--- config.mk ---
export PLATFORM = sky130hd
export DESIGN_NAME = fpm_rate_calc
export DESIGN_NICKNAME = d
export VERILOG_FILES = /design/src/sv/fpm_pkg.sv /design/src/sv/fpm_rate_calc.sv
export SDC_FILE = /design/constraint.sdc
export NUM_CORES = 1
export LEC_CHECK = 0
export BUFFER_PORTS_ARGS = -buffer_cell sky130_fd_sc_hd__buf_2
export CAP_MARGIN = 5
export CORE_MARGIN = 1.5
export CORE_UTILIZATION = 54
export DETAILED_ROUTE_END_ITERATION = 10
export GPL_ROUTABILITY_DRIVEN = 0
export PLACE_DENSITY_LB_ADDON = 0.1
export SLEW_MARGIN = 20
export SYNTH_ARGS = -nofsm -noshare
export SYNTH_HDL_FRONTEND = slang
export SYNTH_SLANG_ARGS = --single-unit
--- constraint.sdc ---
create_clock -name vclk -period 28.1
set_input_delay 1.405 -clock vclk [all_inputs]
set_output_delay 1.405 -clock vclk [all_outputs]
set_load 0.03 [all_outputs]
--- src/sv/fpm_pkg.sv ---
package fpm_pkg;

    // Channel count and index width (the channel field is two bits wide)
    localparam int NUM_CHANNELS = 3;
    localparam int CH_W = 2;
    localparam logic [CH_W-1:0] LAST_CH = CH_W'(NUM_CHANNELS - 1);

    localparam int TIME_W = 48;
    localparam int TALLY_W = 16;
    localparam int RATE_W = 24;
    localparam int CFG_W = 32;
    localparam int REG_IDX_W = 1;

    localparam logic [TALLY_W-1:0] TALLY_MAX = '1;

    // Configuration register indexes
    localparam logic [REG_IDX_W-1:0] REG_STOP_TIMEOUT = 1'b0;
    localparam logic [REG_IDX_W-1:0] REG_REPORT_INTERVAL = 1'b1;

    localparam logic [CFG_W-1:0] STOP_TIMEOUT_RESET = 32'd2000000;
    localparam logic [CFG_W-1:0] REPORT_INTERVAL_RESET = 32'd1000000;

    // Request types
    localparam logic REQ_PULSE = 1'b0;
    localparam logic REQ_TICK = 1'b1;

    typedef enum logic [1:0] {
        RK_START = 2'd0,
        RK_RATE  = 2'd1,
        RK_STOP  = 2'd2
    } report_kind_t;

    // One channel's entry in the state memory
    typedef struct packed {
        logic               active;
        logic [TALLY_W-1:0] tally;
        logic [TIME_W-1:0]  start_time;
        logic [TIME_W-1:0]  last_report;
        logic [TIME_W-1:0]  last_pulse;
    } chan_state_t;

    // One report item
    typedef struct packed {
        logic [CH_W-1:0]   channel;
        report_kind_t      kind;
        logic [RATE_W-1:0] rate;
        logic [TIME_W-1:0] elapsed;
    } result_t;

    // now - then, clamped at zero when time went backwards
    function automatic logic [TIME_W-1:0] time_since(
        input logic [TIME_W-1:0] now,
        input logic [TIME_W-1:0] then_t
    );
        return (now >= then_t) ? (now - then_t) : '0;
    endfunction

    // time_since(now, then) >= threshold
    function automatic logic is_due(
        input logic [TIME_W-1:0] now,
        input logic [TIME_W-1:0] then_t,
        input logic [CFG_W-1:0]  thr
    );
        return time_since(now, then_t) >= {{(TIME_W - CFG_W){1'b0}}, thr};
    endfunction

endpackage

--- src/sv/fpm_rate_calc.sv ---
// Rate in mL/min from a pulse tally: floor(tally * 400 / 3)
// 400 = 3 * 133 + 1, so the result is 133 * tally + floor(tally / 3).
module fpm_rate_calc import fpm_pkg::*;
(
    input  logic [TALLY_W-1:0] tally,
    output logic [RATE_W-1:0]  rate
);

    logic [RATE_W-1:0] times133;
    logic [31:0]       third_prod;
    logic [RATE_W-1:0] third;

    // tally / 3 via reciprocal 43691 / 2^17, exact for 16-bit values
    assign third_prod = {16'd0, tally} * 32'd43691;
    assign third = RATE_W'(third_prod[31:17]);
    assign times133 = RATE_W'({8'd0, tally} * 24'd133);
    assign rate = times133 + third;

endmodule

==> results.json, run 1 <==
{
  "max_cap_viol_count": 0,
  "wire_per_inst_um": 15.3,
  "startpoint": "tally[1]",
  "hold_ws_ns": 3.28,
  "critPathCaptureType": "output pin",
  "crit_fanout": 10,
  "dp_cells": 994,
  "drc": 0,
  "cp_top_family": "adder cells",
  "ant_nets": 0,
  "synth.distinct_cells": 44,
  "syn_area_per_cell_um2": 8.82,
  "fin_crit_ns": 12.27,
  "slowest_stage": "fa_1",
  "crit_required_ns": 26.69,
  "stdcell_count": 994,
  "antenna_found_initial": 0,
  "layout_commonest_cell": "inv_1",
  "setup_viol": 0,
  "ys.warnings.count": 0,
  "synth_top_family_by_area": "adder cells",
  "initial_core_util": 0.550,
  "pin_count": 40,
  "grt_use_total": 0.245,
  "synth_xor_area_frac": 0.0456,
  "core_area_um2": 12600,
  "post_cts_buffers": 0,
  "max-slew-margin-rel": 0.565,
  "diodes": 0,
  "synth_mux_area_frac": 0,
  "fillers": 1164,
  "startpoint_type": "primary input",
  "syn_inst": 784,
  "die_h_um": 116,
  "worstSetupPathType": "primary input to output pin",
  "nets": 1140,
  "n_sequential_cell": 0,
  "hold_viol_final": 0,
  "finalMaxSlewViolations": 0,
  "die_width_um": 116,
  "synthAdderAreaFrac": 0.652,
  "syn_nets": 1100,
  "tightest_slew_ns": 0.649,
  "routed_wl_um": 15200,
  "ctsHoldBuffers": 0,
  "setup_tns_ns": 0,
  "synth_area_um2": 6910,
  "final_cell_mix": "inv_1, ha_1, fa_1",
  "slowest_delay_ns": 0.53,
  "crit_arrival_ns": 10.86,
  "synth_compound_area_frac": 0.102,
  "min_from": "tally[14]",
  "finalCritPeriodShare": 0.437,
  "detail_route.first_pass.iterations": 6,
  "register_area_um2": 0,
  "path_buf_inv": 7,
  "layout-drive-gt1-share": 0.0645,
  "yosysSeqAreaShare": 0,
  "gr-total-overflow": 0,
  "grt_pass1_vias": 5410,
  "n_clock_buffer": 0,
  "yosys.area_share.simple": 0.0632,
  "status": "completed",
  "setup_ws_ns": 15.83,
  "min_path_type": "primary input to output pin",
  "max_freq_mhz": 81.5,
  "rows": 41,
  "portBuffers": 40,
  "ctsResizeCount": 0,
  "viasPerCell": 5.10,
  "pre_cts_slack_ns": 15.87,
  "grt_pass1_wl_um": 25800,
  "place_hpwl_um": 14100,
  "dieArea_um2": 13500,
  "vias": 5065,
  "grt_max_degree": 11,
  "drtIter0Drc": 187,
  "rsz0062_at_grt": "no",
  "multi_input_area_um2": 5960,
  "area_delta_synth_final_pct": 5.90
}
-- layout make-up --
cell class	count	area share
inverters	252	0.129
repair buffers	40	0.0273
multi-input cells	530	0.814
well taps	172	0.0294
-- synth_stat cells (all sizes together) (2+ instances only) --
master | count | area (um^2)
xor2 | 14 | 123
nand2 | 28 | 105
and2 | 2 | 15.0
inv | 252 | 946
a221oi | 2 | 30.0
nor2b | 5 | 38.8
a21oi | 30 | 154
a21o | 21 | 158
clkbuf | 2 | 7.51
o21bai | 6 | 45.0
nor3 | 9 | 50.1
nor2 | 24 | 90.1
xnor2 | 22 | 193
and3 | 2 | 12.5
a211oi | 7 | 57.6
a31oi | 2 | 12.5
fa | 100 | 2000
nand2b | 3 | 18.8
nand4 | 7 | 43.8
ha | 200 | 2500
nand3 | 8 | 40.0
o21ai | 20 | 104
o31a | 2 | 17.5
o21a | 3 | 22.5
-- kinds of logic (layout without fill, tap and decap cells) --
logic type / Yosys count / in the layout
AOI/OAI and AO/OA: 103 / 103
xor gates and xnor gates: 36 / 36
adders and majority gates: 300 / 300
buffers and inverters: 254 / 292
and+or+nand+nor: 91 / 91
-- metal layers --
layer,GRT usage,routed length (um)
met1,0.331,7020
met2,0.442,7420
met3,0.0218,620
met4,0.0285,167
met5,0,0
-- worst paths after layout --
kind	end	slack, ns	cells past startpoint
hold / removal	rate[21]	3.28	3
setup / recovery	rate[22]	15.83	37
-- through the flow --
step,util,cell area (um^2)
floorplan,-,6910
global placement,0.582,7320
detailed placement,0.582,7320
CTS,0.582,7320
global route,0.582,7320
finish,0.582,7320
Power of run 1 is left out: the tool's default activity adds up to more than one toggle a clock period on the data nets, which glitch-free logic cannot reach.
==> inputs of run 2 (changes only) <==
==> constraint.sdc (replaced) <==
create_clock -name vclk -period 11.1
set_input_delay 0.555 -clock vclk [all_inputs]
set_output_delay 0.555 -clock vclk [all_outputs]
set_load 0.03 [all_outputs]
==> run 2 against run 1 <==
Critical path depth unchanged. Core utilization about the same. Worst setup slack got worse by 15 ns. Routed wire length increased by 0.30%. Sequential cell count unchanged. Hold slack got worse by 1.7 ns. Die area unchanged. Count of clock-buffer cells in the layout unchanged. Global-route usage increased by 0.10 points. Cell count unchanged. First-iteration DRC count decreased by 0.53%.
==> results.json, run 2 (synthesis results as in run 1) <==
{
  "crit_arrival_ns": 10.05,
  "grt_use_total": 0.246,
  "setup_viol": 0,
  "n_sequential_cell": 0,
  "status": "completed",
  "finalMaxSlewViolations": 0,
  "drtIter0Drc": 186,
  "grt_pass1_wl_um": 25900,
  "cp_top_family": "adder cells",
  "portBuffers": 40,
  "setup_tns_ns": 0,
  "final_cell_mix": "inv_1, ha_1, fa_1",
  "pin_count": 40,
  "detail_route.first_pass.iterations": 4,
  "drc": 0,
  "ctsResizeCount": 0,
  "max_freq_mhz": 94.3,
  "post_cts_buffers": 0,
  "worstSetupPathType": "primary input to output pin",
  "grt_max_degree": 11,
  "ant_nets": 0,
  "area_delta_synth_final_pct": 5.95,
  "die_h_um": 116,
  "max-slew-margin-rel": 0.596,
  "layout-drive-gt1-share": 0.0657,
  "finalCritPeriodShare": 0.955,
  "layout_commonest_cell": "inv_1",
  "routed_wl_um": 15300,
  "ctsHoldBuffers": 0,
  "crit_required_ns": 10.55,
  "fin_crit_ns": 10.60,
  "hold_viol_final": 0,
  "nets": 1140,
  "fillers": 1183,
  "vias": 5088,
  "postLayoutCoreUtil": 0.583,
  "core_area_um2": 12600,
  "critPathCaptureType": "output pin",
  "viasPerCell": 5.12,
  "rows": 41,
  "rsz0062_at_grt": "no",
  "startpoint_type": "primary input",
  "gr-total-overflow": 0,
  "grt_pass1_vias": 5357,
  "min_path_type": "primary input to output pin",
  "max_cap_viol_count": 0,
  "cp.depth": 37,
  "diodes": 0,
  "wire_per_inst_um": 15.4,
  "multi_input_area_um2": 5960,
  "n_clock_buffer": 0,
  "startpoint": "tally[1]",
  "die_width_um": 116,
  "register_area_um2": 0,
  "endpoint": "rate[22]",
  "place_hpwl_um": 14200,
  "slowest_stage": "fa_1",
  "dieArea_um2": 13500,
  "initial_core_util": 0.550,
  "tightest_slew_ns": 0.602,
  "antenna_found_initial": 0,
  "path_buf_inv": 7,
  "slowest_delay_ns": 0.53,
  "crit_fanout": 10
}
[run 2: changes by cell type in the layout (fill, tap and decap cells not counted)]
cell,delta
a21oi_2,+1
a21oi_1,-1
[run 2: worst min path at each step]
stage / depth (start not counted) / to / slack, ns / startpoint
6_report: 3 / rate[21] / 1.58 / tally[14]
5_1_grt: 3 / rate[21] / 1.60 / tally[14]
4_1_cts: 3 / rate[21] / 1.57 / tally[14]
3_5_place_dp: 3 / rate[21] / 1.57 / tally[14]
3_3_place_gp: 3 / rate[21] / 1.56 / tally[14]
2_1_floorplan: 1 / rate[21] / 1.31 / tally[14]
[run 2: routing by layer]
metal	part of all wire	GRT usage	up-vias	wire length, um
met2	0.48	0.436	72	7410
met1	0.47	0.344	2440	7210
li1	-	-	2564	-
met5	0	0	-	0
met4	0.013	0.0268	0	197
met3	0.030	0.0145	12	460
[run 2: tightest hold or removal path: stages]
cell and delay [ns]:
buf_2 0.20, xnor2_1 0.10, buf_2 0.17
[run 2: per-stage QoR]
step / setup slack (ns) / hold slack (ns) / std cells / cell area (um^2)
6_report: 0.499 / 1.58 / 994 / 7320
3_3_place_gp: 0.787 / 1.56 / 994 / 7320
2_1_floorplan: 1.37 / 1.31 / 784 / 6910
4_1_cts: 0.502 / 1.57 / 994 / 7320
5_1_grt: 0.0297 / 1.60 / 994 / 7320
3_5_place_dp: 0.540 / 1.57 / 994 / 7320
[run 2: layout make-up]
type                       count  area share
timing repair buffer          40      0.0273
multi-input combinational    530       0.814
tap                          172      0.0294
inverter                     252       0.129
Power of run 2 is left out for the same reason.
==> inputs of run 3 (changes only) <==
--- a/config.mk
+++ b/config.mk
@@ -5,7 +5,7 @@
 export SDC_FILE = /design/constraint.sdc
 export NUM_CORES = 1
 export LEC_CHECK = 0
-export BUFFER_PORTS_ARGS = -buffer_cell sky130_fd_sc_hd__buf_2
+export BUFFER_PORTS_ARGS = -buffer_cell sky130_fd_sc_hd__buf_4
 export CAP_MARGIN = 5
 export CORE_MARGIN = 1.5
 export CORE_UTILIZATION = 54
==> constraint.sdc (replaced) <==
create_clock -name vclk -period 9
set_input_delay 0.45 -clock vclk [all_inputs]
set_output_delay 0.45 -clock vclk [all_outputs]
set_load 0.03 [all_outputs]
==> run 3 against run 2 <==
The flow now finishes with violations (setup timing). Critical path depth unchanged. Sequential share of layout area unchanged. Cell area up 29%. Count of clock-buffer cells in the layout unchanged. Die area unchanged. Critical path type unchanged. Critical endpoint unchanged.
==> results.json, run 3 (synthesis results as in run 1) <==
{
  "routed_wl_um": 18700,
  "die_h_um": 116,
  "crit_arrival_ns": 8.75,
  "register_area_um2": 0,
  "area_delta_synth_final_pct": 36.6,
  "diodes": 0,
  "antenna_found_initial": 0,
  "violations": "setup timing",
  "worstSetupPathType": "primary input to output pin",
  "die_width_um": 116,
  "dieArea_um2": 13500,
  "hold_viol_final": 0,
  "portBuffers": 40,
  "setup_ws_ns": -0.195,
  "layout-drive-gt1-share": 0.345,
  "max_cap_viol_count": 0,
  "min_path_type": "primary input to output pin",
  "setup_viol": 7,
  "hold_ws_ns": 1.38,
  "drc": 0,
  "place_hpwl_um": 15600,
  "rsz0062_at_grt": "yes",
  "pin_count": 40,
  "crit_fanout": 6,
  "fin_crit_ns": 9.20,
  "max-slew-margin-rel": 0.730,
  "ant_nets": 0,
  "core_area_um2": 12600,
  "drtIter0Drc": 223,
  "startpoint_type": "primary input",
  "n_clock_buffer": 0,
  "n_sequential_cell": 0,
  "final_cell_mix": "inv_1, buf_4, ha_1",
  "rows": 41,
  "initial_core_util": 0.550,
  "tightest_slew_ns": 0.403,
  "critPathCaptureType": "output pin",
  "ctsHoldBuffers": 0,
  "grt_max_degree": 9,
  "vias": 5888,
  "grt_use_total": 0.280,
  "nets": 1291,
  "viasPerCell": 5.14,
  "layout_commonest_cell": "inv_1",
  "slowest_delay_ns": 0.54,
  "gr-total-overflow": 0,
  "path_common_cell": "fa_1",
  "detail_route.first_pass.iterations": 5,
  "finalCritPeriodShare": 1.02,
  "finalMaxSlewViolations": 0,
  "max_freq_mhz": 109,
  "status": "complete, but fails checks",
  "grt_pass1_wl_um": 29100,
  "grt_pass1_vias": 6042,
  "crit_required_ns": 8.55,
  "wire_per_inst_um": 16.4,
  "slowest_stage": "fa_2"
}
## run 3: changes by cell type in the layout (fill, tap and decap cells not counted), moves of 27 or more
cell,delta
buf_2,-40
ha_1,-42
inv_1,-27
ha_4,+34
buf_4,+176
inv_2,+27
## run 3: timing repair
action / CTS / global route
hold endpoints to repair: 0 / 0
cloned: 0 / 0
pin swaps: 69 / 97
gates resized for setup: 86 / 74
buffers inserted: 17 / 10
endpoints found under the setup margin: 11 / 13
## run 3: worst paths after layout
kind                   end  slack (ns)  cells after the start      start
setup / recovery  rate[22]       -0.20                     37   tally[2]
hold / removal    rate[21]        1.38                      4  tally[14]
## run 3: layout make-up
type / instances / area [um^2]
multi-input cells: 530 / 6780
inverters: 252 / 946
fillers: 901 / 3130
well taps: 172 / 215
repair buffers: 191 / 1500
## run 3: worst max-delay path, delay by kind of cell
| kind | cells | cell delay (ns) |
|---|---|---|
| simple gates | 3 | 0.27 |
| compound gates | 9 | 2.32 |
| xor+xnor | 3 | 0.45 |
| fa+ha+maj | 12 | 4.32 |
| buf+inv | 10 | 0.91 |
## run 3: through the flow
stage	instances	utilization	setup TNS (ns)	setup WS [ns]	cell area (um^2)
final	1145	0.751	-0.769	-0.195	9440
after global routing	1145	0.751	-3.60	-0.476	9440
after CTS	1135	0.721	-0.745	-0.177	9070
after detailed placement	1119	0.672	-3.77	-0.602	8450
after global placement	1119	0.672	-3.23	-0.545	8450
after floorplan	784	-	0	0.0109	7010
## run 3: per-layer routing
metal / share of wire / global-route usage / up-vias / wire length [um]
met5: 0 / 0 / - / 0
met3: 0.074 / 0.0477 / 26 / 1400
met2: 0.48 / 0.469 / 144 / 8950
met4: 0.017 / 0.0431 / 0 / 318
li1: - / - / 2857 / -
met1: 0.43 / 0.389 / 2861 / 8080
Power of run 3 is left out for the same reason.
